**src/design/assert_macros.svh**
```systemverilog
// ---------------------------------------------------------------------------
// assert_macros.svh
// Concurrent assertion shorthands sampled on clk, held off during reset.
// ---------------------------------------------------------------------------
`ifndef ASSERT_MACROS_SVH
`define ASSERT_MACROS_SVH

// Check a property on every rising edge of clk outside reset.
`define ASSERT_PROP(lbl, prop) \
    lbl: assert property (@(posedge clk) disable iff (!rst_n) prop) \
        else $error("assertion failed");

// Check that an expression never holds outside reset.
`define ASSERT_NEVER(lbl, expr) \
    `ASSERT_PROP(lbl, !(expr))

`endif

```
**src/design/raes_pkg.sv**
```systemverilog
`timescale 1ns / 1ps
// ---------------------------------------------------------------------------
// raes_pkg
// Shared widths, constants and control types of the readout argmax scorer.
// ---------------------------------------------------------------------------
package raes_pkg;

    localparam int CNT_W = 16;             // spike count
    localparam int EXP_W = 7;              // target group index
    localparam int RC_W  = 7;              // group count register
    localparam int IDX_W = 6;              // position inside a set
    localparam int TOT_W = 22;             // running total
    localparam int DEN_W = TOT_W + RC_W;   // divisor, total times length
    localparam int Q_W   = 17;             // Q1.16 quotient, 65536 = 1.0
    localparam int STEP_W = 5;

    localparam logic [RC_W-1:0]   MAX_READOUTS = 7'd64;
    localparam logic [RC_W-1:0]   RC_RESET     = 7'd4;
    localparam logic [RC_W-1:0]   MIN_VALID_N  = 7'd2;
    localparam logic [STEP_W-1:0] DIV_STEPS    = 5'd17;
    localparam logic [Q_W-1:0]    ONE_Q16      = 17'h10000;
    localparam logic [EXP_W-1:0]  NO_PATTERN   = 7'h7F;   // -1

    typedef struct packed {
        logic accept;      // take the presented item
        logic mult;        // form divisor and dividend
        logic div_step;    // one restoring division step
        logic load;        // move result into output register
    } raes_cmd_t;

    typedef struct packed {
        logic last;        // presented item closes the set
    } raes_status_t;

endpackage

```
**src/design/raes_datapath.sv**
```systemverilog
`timescale 1ns / 1ps
// ---------------------------------------------------------------------------
// raes_datapath
// Set accumulators, divisor multiply, serial divider and output register.
// ---------------------------------------------------------------------------
module raes_datapath
(
    input  logic                                clk,
    input  logic                                rst_n,
    input  logic                                cfg_write_en,
    input  logic [raes_pkg::RC_W-1:0]           cfg_write_data,
    input  logic signed [raes_pkg::CNT_W-1:0]   spike_count,
    input  logic [raes_pkg::EXP_W-1:0]          target_group,
    input  raes_pkg::raes_cmd_t                 cmd,
    output raes_pkg::raes_status_t              status,
    output logic                                ok,
    output logic signed [raes_pkg::EXP_W-1:0]   winner_group,
    output logic [raes_pkg::Q_W-1:0]            mean_abs_error,
    output logic [raes_pkg::Q_W-1:0]            score
);

    localparam int CNT_W = raes_pkg::CNT_W;
    localparam int EXP_W = raes_pkg::EXP_W;
    localparam int RC_W  = raes_pkg::RC_W;
    localparam int IDX_W = raes_pkg::IDX_W;
    localparam int TOT_W = raes_pkg::TOT_W;
    localparam int DEN_W = raes_pkg::DEN_W;
    localparam int Q_W   = raes_pkg::Q_W;

    // set state
    logic [RC_W-1:0]         group_count_reg;
    logic [IDX_W-1:0]        item_index_reg, item_index_next;
    logic [TOT_W-1:0]        total_reg, total_next;
    logic signed [CNT_W-1:0] max_count_reg, max_count_next;
    logic [EXP_W-1:0]        max_index_reg, max_index_next;
    logic [EXP_W-1:0]        exp_index_reg, exp_index_next;
    logic [CNT_W-1:0]        exp_count_reg, exp_count_next;
    logic                    invalid_reg, invalid_next;

    // division operands and results
    logic                    fin_ok_reg;
    logic                    fin_zero_reg;
    logic [EXP_W-1:0]        fin_recalled_reg;
    logic [TOT_W-1:0]        fin_total_reg;
    logic [TOT_W-1:0]        fin_diff_reg;
    logic [RC_W-1:0]         fin_n_reg;
    logic [DEN_W-1:0]        den_reg;
    logic [DEN_W-1:0]        rem_reg;
    logic [Q_W-1:0]          quo_reg;
    logic                    ok_reg;
    logic [EXP_W-1:0]        recalled_reg;
    logic [Q_W-1:0]          mae_reg;
    logic [Q_W-1:0]          score_reg;

    logic [RC_W-1:0]         n_eff;
    logic [EXP_W-1:0]        exp_cur;
    logic                    count_neg;
    logic                    is_last;
    logic                    is_new_max;
    logic                    is_expected;
    logic [TOT_W-1:0]        total_sum;
    logic [CNT_W-1:0]        exp_count_sum;
    logic [EXP_W-1:0]        max_index_sum;
    logic                    invalid_sum;
    logic [DEN_W-1:0]        product;
    logic [DEN_W:0]          rem_shift;
    logic                    rem_ge;

    // set length: saturate to the maximum, never below one
    always_comb
    begin
        if (group_count_reg > raes_pkg::MAX_READOUTS)
            n_eff = raes_pkg::MAX_READOUTS;
        else if (group_count_reg == '0)
            n_eff = RC_W'(1);
        else
            n_eff = group_count_reg;
    end

    always_comb
    begin
        exp_cur       = (item_index_reg == '0) ? target_group : exp_index_reg;
        count_neg     = spike_count[CNT_W-1];
        is_last       = (RC_W'({1'b0, item_index_reg}) + RC_W'(1)) >= n_eff;
        is_new_max    = !count_neg && (spike_count > max_count_reg);
        is_expected   = !count_neg && (EXP_W'({1'b0, item_index_reg}) == exp_cur);
        total_sum     = count_neg ? total_reg
                                  : total_reg + TOT_W'(unsigned'(spike_count));
        exp_count_sum = is_expected ? unsigned'(spike_count) : exp_count_reg;
        max_index_sum = is_new_max ? EXP_W'({1'b0, item_index_reg}) : max_index_reg;
        invalid_sum   = invalid_reg || count_neg;
        status.last   = is_last;
    end

    always_comb
    begin
        item_index_next = item_index_reg;
        total_next      = total_reg;
        max_count_next  = max_count_reg;
        max_index_next  = max_index_reg;
        exp_index_next  = exp_index_reg;
        exp_count_next  = exp_count_reg;
        invalid_next    = invalid_reg;
        if (cmd.accept)
        begin
            if (is_last)
            begin
                // clear for the next set
                item_index_next = '0;
                total_next      = '0;
                max_count_next  = '1;
                max_index_next  = '1;
                exp_index_next  = '0;
                exp_count_next  = '0;
                invalid_next    = 1'b0;
            end
            else
            begin
                item_index_next = item_index_reg + IDX_W'(1);
                total_next      = total_sum;
                max_count_next  = is_new_max ? spike_count : max_count_reg;
                max_index_next  = max_index_sum;
                exp_index_next  = exp_cur;
                exp_count_next  = exp_count_sum;
                invalid_next    = invalid_sum;
            end
        end
    end

    always_ff @(posedge clk or negedge rst_n)
    begin
        if (!rst_n)
        begin
            group_count_reg <= raes_pkg::RC_RESET;
            item_index_reg  <= '0;
            total_reg       <= '0;
            max_count_reg   <= '1;
            max_index_reg   <= '1;
            exp_index_reg   <= '0;
            exp_count_reg   <= '0;
            invalid_reg     <= 1'b0;
        end
        else
        begin
            if (cfg_write_en)
                group_count_reg <= cfg_write_data;
            item_index_reg <= item_index_next;
            total_reg      <= total_next;
            max_count_reg  <= max_count_next;
            max_index_reg  <= max_index_next;
            exp_index_reg  <= exp_index_next;
            exp_count_reg  <= exp_count_next;
            invalid_reg    <= invalid_next;
        end
    end

    // divisor product, one multiply per set
    assign product = DEN_W'(fin_total_reg) * DEN_W'(fin_n_reg);

    // restoring step: remainder stays below the divisor
    always_comb
    begin
        rem_shift = {rem_reg, 1'b0};
        rem_ge    = rem_shift >= {1'b0, den_reg};
    end

    always_ff @(posedge clk)
    begin
        if (cmd.accept && is_last)
        begin
            fin_ok_reg       <= !invalid_sum && (group_count_reg >= raes_pkg::MIN_VALID_N)
                                && (exp_cur < n_eff);
            fin_zero_reg     <= (total_sum == '0);
            fin_recalled_reg <= (total_sum == '0) ? raes_pkg::NO_PATTERN : max_index_sum;
            fin_total_reg    <= total_sum;
            fin_diff_reg     <= total_sum - TOT_W'(exp_count_sum);
            fin_n_reg        <= n_eff;
        end
        if (cmd.mult)
        begin
            // zero total: floor(65536 / N) as 1 * 2^17 / (2N)
            den_reg <= fin_zero_reg ? DEN_W'({fin_n_reg, 1'b0}) : product;
            rem_reg <= fin_zero_reg ? DEN_W'(1) : DEN_W'(fin_diff_reg);
            quo_reg <= '0;
        end
        else if (cmd.div_step)
        begin
            rem_reg <= rem_ge ? DEN_W'(rem_shift - {1'b0, den_reg}) : DEN_W'(rem_shift);
            quo_reg <= {quo_reg[Q_W-2:0], rem_ge};
        end
        if (cmd.load)
        begin
            ok_reg       <= fin_ok_reg;
            recalled_reg <= fin_ok_reg ? fin_recalled_reg : '0;
            mae_reg      <= fin_ok_reg ? quo_reg : '0;
            score_reg    <= fin_ok_reg ? raes_pkg::ONE_Q16 - quo_reg : '0;
        end
    end

    assign ok             = ok_reg;
    assign winner_group   = signed'(recalled_reg);
    assign mean_abs_error = mae_reg;
    assign score          = score_reg;

endmodule

```
**src/design/raes_ctrl.sv**
```systemverilog
`timescale 1ns / 1ps
// ---------------------------------------------------------------------------
// raes_ctrl
// Sequencer: accumulate, multiply, divide, then hand off to the output.
// ---------------------------------------------------------------------------
module raes_ctrl
(
    input  logic                     clk,
    input  logic                     rst_n,
    input  logic                     in_valid,
    output logic                     in_stall,
    output logic                     out_valid,
    input  logic                     out_stall,
    input  raes_pkg::raes_status_t   status,
    output raes_pkg::raes_cmd_t      cmd
);

    typedef enum logic [2:0] {
        S_ACCUM  = 3'b001,
        S_MULT   = 3'b010,
        S_DIVIDE = 3'b100
    } state_t;

    state_t                          state_reg, state_next;
    logic [raes_pkg::STEP_W-1:0]     step_reg, step_next;
    logic                            out_valid_reg, out_valid_next;

    always_comb
    begin
        // a closing item waits until the output register is free
        in_stall       = (state_reg != S_ACCUM) || (status.last && out_valid_reg);
        cmd            = '0;
        cmd.accept     = in_valid && !in_stall;
        state_next     = state_reg;
        step_next      = step_reg;
        out_valid_next = out_valid_reg && out_stall;
        case (state_reg)
            S_ACCUM:
            begin
                if (cmd.accept && status.last)
                    state_next = S_MULT;
            end
            S_MULT:
            begin
                cmd.mult   = 1'b1;
                step_next  = '0;
                state_next = S_DIVIDE;
            end
            S_DIVIDE:
            begin
                if (step_reg == raes_pkg::DIV_STEPS)
                begin
                    cmd.load       = 1'b1;
                    out_valid_next = 1'b1;
                    state_next     = S_ACCUM;
                end
                else
                begin
                    cmd.div_step = 1'b1;
                    step_next    = step_reg + raes_pkg::STEP_W'(1);
                end
            end
            default:
            begin
                state_next = S_ACCUM;
            end
        endcase
    end

    always_ff @(posedge clk or negedge rst_n)
    begin
        if (!rst_n)
        begin
            state_reg     <= S_ACCUM;
            step_reg      <= '0;
            out_valid_reg <= 1'b0;
        end
        else
        begin
            state_reg     <= state_next;
            step_reg      <= step_next;
            out_valid_reg <= out_valid_next;
        end
    end

    assign out_valid = out_valid_reg;

endmodule

```
**src/design/readout_argmax_error_scorer.sv**
```systemverilog
`timescale 1ns / 1ps
// Readout argmax and error scorer: how to use it.
// Input channel (in_valid / in_stall) carries one item per readout group:
// spike_count and, on the first item of a set, target_group. A set is
// group_count items long, saturated to 64 and never below one.
// Output channel (out_valid / out_stall) carries one item per set: ok,
// winner_group, mean_abs_error and score (Q1.16, 65536 = 1.0).
// Configuration: pulse cfg_write_en with cfg_write_data to set group_count;
// a new length takes effect with the next input item.
// Throughput: inside a set one item per cycle. The item closing a set
// starts the 17-step restoring divider; the result is formed by a
// multiply, the 17 division steps and an output load, and the input
// stalls until the output load is done.
// A closing item is also held off while the previous result is still
// waiting on a stalled receiver; non-closing items keep flowing.
// Reset: group_count returns to 4, the set state is cleared and no result
// is pending. A stalled result holds its fields until it is taken.
// ---------------------------------------------------------------------------
// readout_argmax_error_scorer
// Top level: controller and datapath of the readout scorer.
// ---------------------------------------------------------------------------
`include "assert_macros.svh"

module readout_argmax_error_scorer
(
    input  logic                                clk,
    input  logic                                rst_n,
    input  logic                                cfg_write_en,
    input  logic [raes_pkg::RC_W-1:0]           cfg_write_data,
    input  logic                                in_valid,
    output logic                                in_stall,
    input  logic signed [raes_pkg::CNT_W-1:0]   spike_count,
    input  logic [raes_pkg::EXP_W-1:0]          target_group,
    output logic                                out_valid,
    input  logic                                out_stall,
    output logic                                ok,
    output logic signed [raes_pkg::EXP_W-1:0]   winner_group,
    output logic [raes_pkg::Q_W-1:0]            mean_abs_error,
    output logic [raes_pkg::Q_W-1:0]            score
);

    raes_pkg::raes_cmd_t    cmd;
    raes_pkg::raes_status_t status;

    // sequence the set end: multiply, divide, load
    raes_ctrl u_ctrl
    (
        .clk       (clk),
        .rst_n     (rst_n),
        .in_valid  (in_valid),
        .in_stall  (in_stall),
        .out_valid (out_valid),
        .out_stall (out_stall),
        .status    (status),
        .cmd       (cmd)
    );

    // accumulate counts, divide, hold the result
    raes_datapath u_datapath
    (
        .clk              (clk),
        .rst_n            (rst_n),
        .cfg_write_en     (cfg_write_en),
        .cfg_write_data   (cfg_write_data),
        .spike_count      (spike_count),
        .target_group     (target_group),
        .cmd              (cmd),
        .status           (status),
        .ok               (ok),
        .winner_group     (winner_group),
        .mean_abs_error   (mean_abs_error),
        .score            (score)
    );

    // error and score always add up to one on a valid decode
    `ASSERT_PROP(a_score_sum, out_valid && ok |->
        ({1'b0, mean_abs_error} + {1'b0, score}) == {1'b0, raes_pkg::ONE_Q16})

    // an invalid decode carries zero fields
    `ASSERT_PROP(a_invalid_zero, out_valid && !ok |->
        (winner_group == '0 && mean_abs_error == '0 && score == '0))

    // a closing item is never taken over a pending result
    `ASSERT_NEVER(a_no_overrun, in_valid && !in_stall && status.last && out_valid)

    // control commands of the datapath are mutually exclusive
    `ASSERT_PROP(a_cmd_onehot, $onehot0({cmd.accept, cmd.mult, cmd.div_step, cmd.load}))

endmodule
```
**config.mk**
```make
export PLATFORM = sky130hd
export DESIGN_NAME = readout_argmax_error_scorer
export DESIGN_NICKNAME = d
export VERILOG_FILES = /design/src/design/raes_pkg.sv /design/src/design/raes_datapath.sv /design/src/design/raes_ctrl.sv /design/src/design/readout_argmax_error_scorer.sv
export VERILOG_INCLUDE_DIRS = /design/src /design/src/design
export SDC_FILE = /design/constraint.sdc
export NUM_CORES = 1
export LEC_CHECK = 0
export ABC_AREA = 0
export BUFFER_PORTS_ARGS = -buffer_cell sky130_fd_sc_hd__buf_2
export CAP_MARGIN = 15
export CORE_MARGIN = 3
export CORE_UTILIZATION = 55
export DETAILED_ROUTE_END_ITERATION = 8
export GPL_ROUTABILITY_DRIVEN = 0
export HOLD_SLACK_MARGIN = 0.12
export PLACE_DENSITY = 0.82
export SLEW_MARGIN = 10
export SYNTH_ARGS = -nofsm -noshare
export SYNTH_HDL_FRONTEND = slang
export SYNTH_SLANG_ARGS = --single-unit
```
**constraint.sdc**
```tcl
create_clock -name clk -period 7.8 [get_ports clk]
set_input_delay 0 -clock clk [delete_from_list [all_inputs] [get_ports clk]]
set_output_delay 0 -clock clk [all_outputs]
set_load 0.1 [all_outputs]
```
==> flow_summary.json <==
{
  "routed_wl_mm": 47.1,
  "detail_route.wl_per_cell_um": 18.3,
  "holdPathStages": 3,
  "drv_slew": 0,
  "cts.clk_slew.worst_paths_ns": 0.06,
  "worst_setup_path_start_kind": "flip-flop",
  "fp.dieArea_sq_mm": 0.0379,
  "use_met2_pct": 41.3,
  "cts-buffers-inserted": 28,
  "track_usage_pct": 24.5,
  "vias": 15200,
  "fin_crit_sh_pct": 80.0,
  "synth_fa_ha_area_share_pct": 19.5,
  "synth_mux_area_share_pct": 3.36,
  "reg2reg_from": "u_datapath.fin_n_reg[6]$_DFFE_PP_",
  "clk_latency_ns": 0.54,
  "tns_ns": 0,
  "setup_ws_ns": 1.56,
  "run_status": "finished clean",
  "detail-route-antenna-nets": 0,
  "syn_to_final_growth_pct": 11.6,
  "grtUsageMet1_pct": 33.0,
  "grt_setup_unrepaired": "no",
  "max_freq_mhz": 160,
  "gr-total-overflow": 0,
  "rrSetupSlack_ns": 1.56,
  "die_w_um": 195,
  "core_sq_mm": 0.0348,
  "worst_pin_slew_ns": 1.12,
  "synthSimpleGateAreaFrac_pct": 16.5,
  "holdPathEnd": "u_ctrl.out_valid$_DFF_PN0_",
  "synthArstFlopShare_pct": 34.1,
  "required_ns": 8.06,
  "pre_cts_ws_ns": 1.66,
  "hp-class": "in -> reg",
  "io_pins": 79,
  "dp.final_hpwl_mm": 33.6,
  "grt_start_max_net_pins": 90,
  "synth_enable_flop_cells": 159,
  "rr_worst_depth": 17,
  "synth_compound_area_share_pct": 12.9,
  "setup_viol": 0,
  "fin_skew_ns": 0.0168,
  "worstHoldStart": "out_stall",
  "cts_tree": "done",
  "cp.arrival_ns": 6.50,
  "cap_violations": 0,
  "ys.flop_type": "edfxtp_1",
  "antenna_found_initial": 0,
  "n_antenna_cell": 0,
  "cp-startpoint": "u_datapath.fin_n_reg[6]$_DFFE_PP_",
  "syn_nets": 2278,
  "r2r-end": "u_datapath.den_reg[28]$_SDFFCE_PP0P_",
  "yosysUniqueCellTypes": 76,
  "yosys_warnings": 0,
  "syn_avg_cell_area_sq_um": 9.79,
  "clock-sinks": 267,
  "port_buffers": 78,
  "seq_area_frac_synth_pct": 37.9,
  "final_core_util_pct": 62.8,
  "die_y_um": 195,
  "layout_min_cycle_time_ns": 6.24,
  "ctsHtreeMaxLevel": 1,
  "synth_cells": 1999,
  "synth-seq-cells": 267,
  "row_count": 68,
  "synth_area_sq_mm": 0.0196,
  "grt_pass1_vias": 15100,
  "drt_first_pass_iters": 6,
  "cp-end-kind": "flip-flop",
  "timing.hold.ws_ns": 0.277,
  "synth_top_family_by_area": "adder cells",
  "grt_first_pass_wirelength_mm": 77.3,
  "final_hold_viol_count": 0,
  "nNetsFinal": 2370,
  "worstPathMaxFanout": 23,
  "grt.busiest_layer": "met2",
  "crit_type": "reg -> reg",
  "drive_gt1_share_pct": 9.94,
  "synth_xor_area_share_pct": 4.42,
  "slew_headroom_pct": 24.7,
  "drt_iter0_markers": 1162,
  "grtUsageMet3_pct": 3.21,
  "drc_errors": 0,
  "cts_root_buffer": "clkbuf_16",
  "initial_core_util_pct": 56.3,
  "clk_path_buf_depth": 3,
  "viasPerCell": 5.91
}
worst max-delay path, stage by stage, from the launching register on:
cell and delay, ns:
edfxtp_1 0.68, and2_1 0.28, fa_1 0.51, fa_1 0.53, fa_1 0.56, inv_1 0.06, fa_1 0.52, inv_1 0.04
ha_1 0.33, a2111oi_0 0.45, o21ai_0 0.24, a41oi_1 0.38, o21ai_0 0.16, a31oi_1 0.33, o21ai_0 0.28, a221oi_1 0.40
xnor2_1 0.16, nor2_1 0.05
per-stage QoR:
stage / instance area (sq um) / std cells
floorplan: 19600 / 1999
global placement: 20400 / 2468
detailed placement: 20400 / 2468
CTS: 21800 / 2567
global route: 21900 / 2568
finish: 21900 / 2568
cell families after synthesis:
group | after synthesis
mux | 64
flops | 267
simple gates | 643
compound gates | 403
xor+xnor | 98
fa+ha+maj | 244
buf+inv | 280
final cells by class:
class	count	area (sq um)
Fill cell	2544	12900
Clock buffer	36	825
Sequential cell	267	7420
Multi-Input combinational cell	1452	11100
Timing Repair Buffer	142	1000
Inverter	200	751
Tap cell	455	569
Clock inverter	16	174
worst max path at each step:
stage	endpoint
after floorplan	u_datapath.den_reg[28]$_SDFFCE_PP0P_
after global placement	u_datapath.den_reg[28]$_SDFFCE_PP0P_
after detailed placement	u_datapath.den_reg[28]$_SDFFCE_PP0P_
after CTS	u_datapath.den_reg[28]$_SDFFCE_PP0P_
after global routing	u_datapath.den_reg[28]$_SDFFCE_PP0P_
final	u_datapath.den_reg[28]$_SDFFCE_PP0P_
cells in the final DEF, fill, tap and decap left out, types with 17 or more instances in the layout:
cell | synthesis | layout
nand2_1 | 249 | 249
inv_1 | 197 | 196
edfxtp_1 | 159 | 159
o21ai_0 | 143 | 143
and2_1 | 142 | 142
ha_1 | 142 | 142
fa_1 | 102 | 102
a21oi_1 | 85 | 85
buf_2 | 3 | 77
nor2_1 | 76 | 75
dfrtp_1 | 66 | 66
xnor2_1 | 62 | 62
mux2i_1 | 50 | 50
dlygate4sd3_1 | 0 | 46
o31ai_1 | 36 | 36
a21o_1 | 36 | 36
xor2_1 | 35 | 35
clkbuf_16 | 0 | 31
nor3_1 | 26 | 26
dfstp_2 | 25 | 25
nand3b_1 | 22 | 22
nand3_1 | 20 | 20
or3_1 | 19 | 19
buf_4 | 2 | 17
dfxtp_1 | 17 | 17
timing repair:
| item | CTS | global route |
|---|---|---|
| gates resized for setup | 0 | 0 |
| setup buffers | 0 | 0 |
| hold endpoints to repair | 128 | 0 |
| hold buffers | 47 | 0 |
synth_stat cells, types with 35 or more instances:
master    number  area share [%]
nor2_1        76             1.5
dfrtp_1       66             8.4
xor2_1        35             1.6
nand2_1      249             4.8
ha_1         142             9.1
clkbuf_1      73             1.4
o31ai_1       36             1.4
a21o_1        36             1.4
and2_1       142             4.5
a21oi_1       85             2.2
fa_1         102              10
xnor2_1       62             2.8
mux2i_1       50             2.6
o21ai_0      143             3.7
edfxtp_1     159              24
inv_1        197             3.8
routing by layer:
layer / vias to the layer above / part of all wire, %
met1: 7343 / 42
met3: 136 / 6.5
met5: - / 0
li1: 7056 / -
met4: 0 / 3.9
met2: 630 / 48
Power is not shown: default switching activity piles up to over one toggle a cycle in this logic, so the estimate is an artifact.
